### src/hse_pkg.sv
// ----------------------------------------------------------------------------
// hse_pkg
// Shared types and codes for the heap sort engine.
// ----------------------------------------------------------------------------
`default_nettype none

package hse_pkg;

  // Operation codes on the input channel
  localparam logic OP_LOAD  = 1'b0;
  localparam logic OP_FETCH = 1'b1;

  // Status reported by the sort sequencer to the top level
  typedef struct packed {
    logic busy;
    logic done;
  } sort_status_t;

endpackage

`default_nettype wire

### src/hse_sorter.sv
// ----------------------------------------------------------------------------
// hse_sorter
// Heapsort sequencer: builds a max-heap in the store, then extracts the root
// to the tail repeatedly. Each sift-down holds the sinking element in a
// register and writes it once, at its final position.
// ----------------------------------------------------------------------------
`default_nettype none

module hse_sorter #(
  parameter int DW = 32,
  parameter int AW = 10,
  parameter int CW = 11
) (
  input  wire logic                  clk,
  input  wire logic                  rst,
  input  wire logic                  start,
  input  wire logic [CW-1:0]         count,
  output hse_pkg::sort_status_t      status,
  output logic      [AW-1:0]         rd_addr,
  input  wire logic [DW-1:0]         rd_data,
  output logic                       wr_en,
  output logic      [AW-1:0]         wr_addr,
  output logic      [DW-1:0]         wr_data
);

  localparam int LW = AW + 2;

  localparam logic [3:0] S_IDLE    = 4'd0;
  localparam logic [3:0] S_NEXT    = 4'd1;
  localparam logic [3:0] S_HELD_RD = 4'd2;
  localparam logic [3:0] S_HELD    = 4'd3;
  localparam logic [3:0] S_CHILD   = 4'd4;
  localparam logic [3:0] S_RC      = 4'd5;
  localparam logic [3:0] S_CMP     = 4'd6;
  localparam logic [3:0] S_X_RD0   = 4'd7;
  localparam logic [3:0] S_X_RDK   = 4'd8;
  localparam logic [3:0] S_X_SW    = 4'd9;

  logic [3:0]    state;
  logic          building;
  logic [CW-1:0] kidx;
  logic [CW-1:0] hlen;
  logic [AW-1:0] pos;
  logic [DW-1:0] held;
  logic [DW-1:0] lval;
  logic          rc_ok;

  logic [CW-1:0] kidx_dec;
  logic [LW-1:0] lc;
  logic [LW-1:0] rc;
  logic [LW-1:0] hlen_ext;
  logic          l_gt;
  logic [DW-1:0] bestval;
  logic          take_r;

  assign kidx_dec = kidx - 1'b1;
  assign lc       = {1'b0, pos, 1'b1};
  assign rc       = lc + 1'b1;
  assign hlen_ext = {{(LW-CW){1'b0}}, hlen};
  assign l_gt     = $signed(lval) > $signed(held);
  assign bestval  = l_gt ? lval : held;
  assign take_r   = rc_ok && ($signed(rd_data) > $signed(bestval));

  assign status.busy = (state != S_IDLE);
  assign status.done = (state == S_NEXT) && !building && (kidx == '0);

  // Read address per step
  always_comb begin
    unique case (state)
      S_CHILD: rd_addr = lc[AW-1:0];
      S_RC:    rd_addr = rc[AW-1:0];
      S_X_RD0: rd_addr = '0;
      S_X_RDK: rd_addr = kidx[AW-1:0];
      default: rd_addr = pos;
    endcase
  end

  // Write port: settle the held element, move a larger child up, or put the old root at the tail
  always_comb begin
    wr_en   = 1'b0;
    wr_addr = pos;
    wr_data = held;
    unique case (state)
      S_CHILD: begin
        wr_en = (lc >= hlen_ext);
      end
      S_CMP: begin
        wr_en = 1'b1;
        if (take_r) begin
          wr_data = rd_data;
        end else if (l_gt) begin
          wr_data = lval;
        end
      end
      S_X_SW: begin
        wr_en   = 1'b1;
        wr_addr = kidx[AW-1:0];
        wr_data = lval;
      end
      default: begin
        wr_en = 1'b0;
      end
    endcase
  end

  always_ff @(posedge clk) begin
    if (rst) begin
      state    <= S_IDLE;
      building <= 1'b0;
      kidx     <= '0;
      hlen     <= '0;
    end else begin
      unique case (state)
        S_IDLE: begin
          if (start) begin
            hlen     <= count;
            kidx     <= count >> 1;
            building <= 1'b1;
            state    <= S_NEXT;
          end
        end
        S_NEXT: begin
          if (building) begin
            if (kidx == '0) begin
              building <= 1'b0;
              kidx     <= hlen - 1'b1;
            end else begin
              pos   <= kidx_dec[AW-1:0];
              kidx  <= kidx_dec;
              state <= S_HELD_RD;
            end
          end else if (kidx == '0) begin
            state <= S_IDLE;
          end else begin
            state <= S_X_RD0;
          end
        end
        S_HELD_RD: state <= S_HELD;
        S_HELD: begin
          held  <= rd_data;
          state <= S_CHILD;
        end
        S_CHILD: begin
          if (lc >= hlen_ext) begin
            state <= S_NEXT;
          end else begin
            state <= S_RC;
          end
        end
        S_RC: begin
          lval  <= rd_data;
          rc_ok <= (rc < hlen_ext);
          state <= S_CMP;
        end
        S_CMP: begin
          if (take_r) begin
            pos   <= rc[AW-1:0];
            state <= S_CHILD;
          end else if (l_gt) begin
            pos   <= lc[AW-1:0];
            state <= S_CHILD;
          end else begin
            state <= S_NEXT;
          end
        end
        S_X_RD0: state <= S_X_RDK;
        S_X_RDK: begin
          lval  <= rd_data;
          state <= S_X_SW;
        end
        S_X_SW: begin
          // old root goes to the tail, old tail sinks from the root
          held  <= rd_data;
          hlen  <= kidx;
          kidx  <= kidx_dec;
          pos   <= '0;
          state <= S_CHILD;
        end
        default: state <= S_IDLE;
      endcase
    end
  end

endmodule

`default_nettype wire

### config.mk
export PLATFORM = sky130hd
export DESIGN_NAME = hse_sorter
export DESIGN_NICKNAME = d
export VERILOG_FILES = /design/src/hse_pkg.sv /design/src/hse_sorter.sv
export SDC_FILE = /design/constraint.sdc
export NUM_CORES = 1
export LEC_CHECK = 0
export BUFFER_PORTS_ARGS = -buffer_cell sky130_fd_sc_hd__buf_2
export CELL_PAD_IN_SITES_DETAIL_PLACEMENT = 1
export CELL_PAD_IN_SITES_GLOBAL_PLACEMENT = 1
export CORE_MARGIN = 2
export CORE_UTILIZATION = 49
export DETAILED_ROUTE_END_ITERATION = 16
export GPL_TIMING_DRIVEN = 0
export PLACE_DENSITY_LB_ADDON = 0.1
export SLEW_MARGIN = 20
export SYNTH_ARGS = -nofsm -noshare
export SYNTH_HDL_FRONTEND = slang
export SYNTH_SLANG_ARGS = --single-unit
### constraint.sdc
create_clock -name clk -period 12.7 [get_ports clk]
set_input_delay 2.54 -clock clk [delete_from_list [all_inputs] [get_ports clk]]
set_output_delay 2.54 -clock clk [all_outputs]
set_load 0.01 [all_outputs]
==> key figures, run 1 <==
Cells and area
  – N_diodes: 0
  – Reg area: 2790 um2
  – Commonest non-fill, non-tap cell in the layout: buf_2
  – Multi-input gate area: 4960 um2
  – Commonest non-fill, non-tap cells in the layout: 113 x buf_2, 104 x nand2_1, 87 x ha_1, 75 x edfxtp_1
  – Fin nets: 1174
  – Share of cells above drive strength 1: 16.2%
  – Area growth, synth to finish: 14.2%
  – Fillers: 1986

STA
  – Crit share post-route: 73.5%
  – Worst slew pin tran: 0.895 ns
  – Worst Skew: 0.00855 ns
  – Pins Over Slew Limit: 0
  – Final setup margin: 3.37 ns
  – Setup Viol. Count Final: 0
  – Max-Slew Margin vs Limit: 40.3%
  – RSZ-0062 raised after global routing: no
  – Highest clock rate: 107 MHz
  – Final hold vios: 0
  – Setup TNS: 0 ns
  – Crit path time final: 9.33 ns

Hold path
  – Hold path depth: 2
  – Worst Hold Launch: hlen[5]
  – Worst Hold Path EP: hlen[5]
  – Hold Crit Class: reg2reg

Critical path
  – CP Launch Type: flip-flop
  – Setup slack, reg-to-reg: 6.21 ns
  – Critical path class: reg2out
  – Setup crit end kind: output pin
  – CP required: 10.16 ns
  – FF-to-FF End: pos[0]
  – Worst path slowest cell: clkbuf_1
  – CP arrival: 6.79 ns
  – Crit Path Max Fanout: 10
  – R2R depth: 18
  – Critical path cell sequence: ha_1, nand4_2, nor4_4, nand3_2, nand3_1, buf_2, o22ai_1, nand2_1, o221ai_1, ha_1, nand4_1, or4_1, a21oi_1, o41ai_1, a211oi_2, nand2b_1, clkbuf_1, o21ai_0, buf_2
  – Reg2reg start: lval[31]
  – Crit-path max cell delay: 0.71 ns

Synthesis
  – Count of cell types in the netlist: 69
  – Ys Warns: 0
  – Ys flop type: edfxtp_1
  – FF+latch count, synth: 102
  – Async SR Flop Fraction: 0%
  – Sequential share of the synthesized area: 33.9%
  – Syn avg cell area: 8.93 um2
  – Synth Instances: 923
  – Post-synth EDFFs: 75
  – Mapped Nets: 1056
  – Post-Syn Area: 8250 um2

GRT
  – Initial antenna violation count: 0
  – First-pass GRT wire length: 46200 um
  – GRT Util Overall: 33.0%
  – Grt ovf: 0
  – Vias in the first global route: 8476
  – Largest net degree at the start of global routing: 19

Detailed routing
  – Drt pass-1 iters: 6
  – DRT Wirelength: 29300 um
  – WL per Instance: 23.1 um
  – Post-route ant nets: 0
  – Via count: 8278
  – Vias/cell: 6.54
  – # DRC: 0
  – First DRT Iteration DRCs: 696

CTS
  – Root Buffer: clkbuf_16
  – Clk Latency, worst-skew pair: 0.37 ns
  – Post-CTS Resized: 0
  – CTS tree: yes
  – Num CTS Buffers: 9
  – Num Clock Sinks: 102
  – Max clock buf depth: 2
  – Setup bufs post-CTS: 0
  – Clock-pin transition on the worst setup and hold timing paths: 0.08 ns
  – Depth of the CTS H-tree: 3
  – CTS Hold Buffers Added: 0

Die
  – Die height: 134 um
  – Core Box Area: 16500 um2
  – Io pins: 101
  – Die X: 134 um
  – Initial Util: 49.9%
  – Die ar.: 17900 um2
  – Row Count: 47

Power and ir drop
  – Pwr Density: 163 nW/um2
  – Max VDD drop: 0.0821 mV
  – Sw Ratio: 44.2%
  – Clock share of power: 18.1%
  – P_leak: 3.92 nW
  – Reg power frac: 30.5%
  – Switching pwr: 678 uW
  – Internal power: 858 uW
  – Logic gate share of total power: 51.4%

Job
  – Total of max-cap violations: 0

Placement
  – PortBufs: 100
  – DPL Wire Length: 21800 um
  – Setup slack after placement: 3.85 ns
  – Routability cong.: 0.877

Outcome
  – Status: complete, no violations
## cells by family (layout without fill, tap and decap cells)
logic type                 count (synthesis)  in the layout  share of synthesized area [%]
muxes                                     13             13                           1.58
xor gates and xnor gates                  35             35                           3.72
buffers and inverters                    126            249                           6.30
DFF                                      102            102                           33.9
adders and majority gates                 87             87                           13.2
AOI/OAI and AO/OA                        316            316                           26.7
and+or+nand+nor                          244            244                           14.7
## power groups by stage
stage,logic (mW),registers (mW),clock network [mW]
2_1_floorplan,0.541,0.456,0
3_3_place_gp,0.741,0.475,0
3_5_place_dp,0.776,0.474,0
4_1_cts,0.784,0.467,0.278
5_1_grt,0.870,0.473,0.286
6_report,0.790,0.469,0.278
## metrics by stage
step           instances  hold slack, ns  total power, mW  utilization (%)  instance area [um2]
2_1_floorplan        923           0.514            0.997                -                 8250
3_5_place_dp        1250           0.559             1.25             55.3                 9130
3_3_place_gp        1243           0.557             1.22             54.6                 9020
5_1_grt             1266           0.608             1.63             57.0                 9420
4_1_cts             1266           0.577             1.53             57.0                 9420
6_report            1266           0.573             1.54             57.0                 9420
## worst max path at each step
| stage | from | end | slack, ns |
|---|---|---|---|
| 4_1_cts | lval[31] | wr_data[15] | 3.44 |
| 5_1_grt | lval[31] | wr_data[15] | 3.03 |
| 6_report | lval[31] | wr_data[15] | 3.37 |
| 2_1_floorplan | rd_data[14] | wr_data[10] | 5.38 |
| 3_3_place_gp | lval[31] | wr_data[15] | 3.93 |
| 3_5_place_dp | lval[31] | wr_data[15] | 3.85 |
## Yosys cell counts (all sizes together) (7+ instances only)
cell | number | area share, %
nand2 | 105 | 4.9
and3 | 8 | 0.61
a21oi | 60 | 3.6
a21o | 7 | 0.64
xnor2 | 18 | 1.9
a211oi | 19 | 2.0
nor2 | 50 | 2.3
edfxtp | 75 | 27
mux2i | 13 | 1.6
buf | 24 | 1.7
a2bb2oi | 13 | 1.4
o22ai | 39 | 3.0
ha | 87 | 13
inv | 61 | 2.8
a222oi | 35 | 4.2
xor2 | 17 | 1.8
nand2b | 8 | 0.64
nand4 | 12 | 0.99
dfxtp | 27 | 6.6
o21ai | 69 | 4.2
o221ai | 32 | 3.4
nor3 | 15 | 0.91
a31oi | 10 | 0.83
nand3 | 15 | 1.1
clkbuf | 41 | 1.9
nor4 | 10 | 1.2
## critical path, delay by kind of cell, from the launching register on
family          cells  cell delay [ns]
flops               1             0.45
buf+inv             3             1.22
fa+ha+maj           2             0.91
simple gates        8             2.50
compound gates      6             1.34
## area by class of cell
type / instances / share of cell area, %
plain buffers: 65 / 3.08
inverters: 61 / 2.43
flip-flops and latches: 102 / 29.7
clock inverters: 7 / 0.611
multi-input cells: 695 / 52.7
well taps: 220 / 2.92
repair buffers: 107 / 6.21
clock buffers: 9 / 2.39
## sequential cells by signal, indices dropped and copies added, names as in the netlist
signal,count
rc_ok,1
state,4
building,1
kidx,11
pos,10
lval,32
hlen,11
held,32
## metal layers
metal  routed length, um  global-route usage (%)  part of all wire, %  vias up
met1               11700                    40.0                   40     4071
met4                1210                    14.8                  4.1        0
met5                   0                       0                    0        -
met3                1890                    5.71                  6.4       84
met2               14500                    57.4                   49      341
li1                    -                       -                    -     3782
(Power assumes the default switching activity.)
==> run 2, diff against run 1 <==
Settings changed: CORE_UTILIZATION 49 to 46.
Clock period 12.7 ns to 8.8 ns, I/O delays scaled along.
==> key figures, run 2 (same netlist as run 1, synthesis figures left out) <==
Die
  – Core Box Area: 17400 um2 (+5.4%)
  – Die X: 138 um (+3.1%)
  – Die ar.: 19000 um2 (+6.3%)
  – Io pins: 101 (unchanged)
  – Row Count: 48 (+2.1%)
  – Die height: 138 um (+3.1%)
  – Initial Util: 47.3% (-2.6 points)

CTS
  – Setup bufs post-CTS: 0 (unchanged)
  – CTS Hold Buffers Added: 0 (unchanged)
  – CTS tree: yes
  – Clk Latency, worst-skew pair: 0.37 ns (about the same)
  – Num Clock Sinks: 102 (unchanged)
  – Post-CTS Resized: 0 (unchanged)
  – Root Buffer: clkbuf_16
  – Depth of the CTS H-tree: 3 (unchanged)
  – Clock-pin transition on the worst setup and hold timing paths: 0.08 ns (about the same)
  – Num CTS Buffers: 9 (unchanged)
  – Max clock buf depth: 2 (unchanged)

STA
  – RSZ-0062 raised after global routing: no
  – Worst Skew: 0.0141 ns (+0.00553 ns)
  – Max-Slew Margin vs Limit: 45.1% (+4.7 points)
  – Setup TNS: 0 ns (unchanged)
  – Worst slew pin tran: 0.818 ns (-0.0772 ns)
  – Crit share post-route: 95.8%
  – Final setup margin: 0.372 ns (-3.00 ns)
  – Setup Viol. Count Final: 0 (unchanged)
  – Min Hold Slack: 0.579 ns (+0.00533 ns)
  – Final hold vios: 0 (unchanged)
  – Highest clock rate: 119 MHz
  – Crit path time final: 8.43 ns
  – Pins Over Slew Limit: 0 (unchanged)

Critical path
  – Setup crit end kind: output pin
  – CP arrival: 6.67 ns (-0.12 ns)
  – R2R depth: 19 (+1)
  – Reg2reg start: lval[31]
  – CP required: 7.04 ns (-3.12 ns)
  – Critical path class: reg2out
  – Crit Path Max Fanout: 10 (unchanged)
  – FF-to-FF End: pos[8]
  – Setup slack, reg-to-reg: 2.37 ns (-3.84 ns)
  – CP Launch Type: flip-flop

Placement
  – PortBufs: 100 (unchanged)
  – DP Cell Count: 1254 (+0.32%)
  – DPL Wire Length: 21900 um (+0.54%)
  – Placed cell areas: 9120 um2 (about the same)
  – Routability cong.: 0.897 (+2.2%)
  – Setup slack after placement: 0.629 ns (-3.22 ns)

Detailed routing
  – First DRT Iteration DRCs: 645 (-7.3%)
  – WL met3: 1420 um (-25%)
  – # DRC: 0 (unchanged)
  – WL per Instance: 22.8 um (-1.5%)
  – DRT Wirelength: 29000 um (-1.1%)
  – WL met2: 14600 um (+0.74%)
  – Vias/cell: 6.39 (-2.3%)
  – Met1 wire length: 12100 um (+3.0%)
  – Via count: 8120 (-1.9%)
  – Drt pass-1 iters: 9 (+3)
  – Post-route ant nets: 0 (unchanged)
  – Top sig layer: met4

Cells and area
  – Area growth, synth to finish: 14.4%
  – Fin area: 9430 um2 (+0.17%)
  – Layout Utilization: 54.2% (-2.8 points)
  – Fillers: 2103 (+5.9%)
  – Largest registers: held (32), lval (32)
  – Fin cells: 1271 (+0.39%)
  – Commonest non-fill, non-tap cell in the layout: buf_2
  – Fin nets: 1173 (-0.085%)
  – Share of cells above drive strength 1: 16.5% (+0.30 points)
  – Commonest non-fill, non-tap cells in the layout: 113 x buf_2, 104 x nand2_1, 87 x ha_1, 75 x edfxtp_1

Power and ir drop
  – Total Power: 2.22 mW (+45%)
  – Logic gate share of total power: 50.7% (-0.7 points)
  – Sw Ratio: 43.9% (-0.27 points)
  – Internal power: 1.25 mW (+46%)
  – P_leak: 3.93 nW (+0.25%)
  – Max VDD drop: 0.120 mV (+46%)
  – Reg power frac: 30.5% (about the same)
  – Switching pwr: 976 uW (+44%)
  – Clock share of power: 18.9% (+0.8 points)
  – Pwr Density: 236 nW/um2 (+45%)

Hold path
  – Hold Crit Class: reg2reg
  – Worst Hold Path EP: hlen[5]
  – Hold path depth: 2 (unchanged)
  – Worst Hold Launch: hlen[5]

GRT
  – Vias in the first global route: 8304 (-2.0%)
  – Initial antenna violation count: 0 (unchanged)
  – Grt ovf: 0 (unchanged)
  – GRT Util Overall: 31.1% (-2.0 points)
  – First-pass GRT wire length: 45100 um (-2.4%)
  – Largest net degree at the start of global routing: 20 (+1)

Job
  – Total of max-cap violations: 0 (unchanged)

Outcome
  – Status: complete, no violations
==> run 2: routing by layer <==
layer	vias to the layer above	track usage (%)
met1	4013	38.1
met4	0	12.0
li1	3781	-
met3	61	4.35
met2	265	55.0
met5	-	0
==> run 2: area by class of cell <==
| type | instances | area [um2] | share of cell area, % |
|---|---|---|---|
| sequential | 102 | 2790 | 29.6 |
| timing repair buffer | 106 | 569 | 6.04 |
| multi-input combinational | 695 | 4960 | 52.6 |
| buffer | 65 | 294 | 3.12 |
| inverter | 61 | 229 | 2.43 |
| tap | 225 | 282 | 2.98 |
| antenna | 1 | 2.50 | 0.0265 |
| clock buffer | 10 | 239 | 2.53 |
| clock inverter | 6 | 62.6 | 0.663 |
==> run 2: how the worst max path moves through the flow <==
stage	start	to	slack, ns	cells after the start
final	lval[31]	wr_data[1]	0.37	21
after floorplan	lval[31]	wr_data[10]	2.45	19
after global placement	lval[31]	wr_data[15]	0.76	19
after CTS	lval[31]	wr_data[5]	0.20	19
after detailed placement	lval[31]	wr_data[5]	0.63	19
after global routing	lval[31]	wr_data[1]	0.03	21
==> run 2: critical path: stages (launching register included) <==
cell,delay (ns)
edfxtp_1,0.44
ha_1,0.52
nand4_2,0.22
nor4_4,0.41
nand3_2,0.30
nand3_1,0.31
buf_2,0.31
o22ai_1,0.14
nand2_1,0.09
o221ai_1,0.15
ha_1,0.36
nand4_1,0.22
or4_1,0.63
a21oi_1,0.20
o41ai_1,0.13
a211oi_2,0.53
and2_1,0.21
buf_2,0.20
buf_2,0.39
a222oi_1,0.14
o21ai_0,0.19
buf_2,0.20
==> run 2: power groups by stage <==
stage,Sequential [mW],Clock [mW],Combinational [mW]
final,0.678,0.420,1.13
after detailed placement,0.686,0,1.12
after CTS,0.676,0.425,1.12
after global placement,0.685,0,1.07
after floorplan,0.657,0,0.781
after global routing,0.684,0.441,1.24
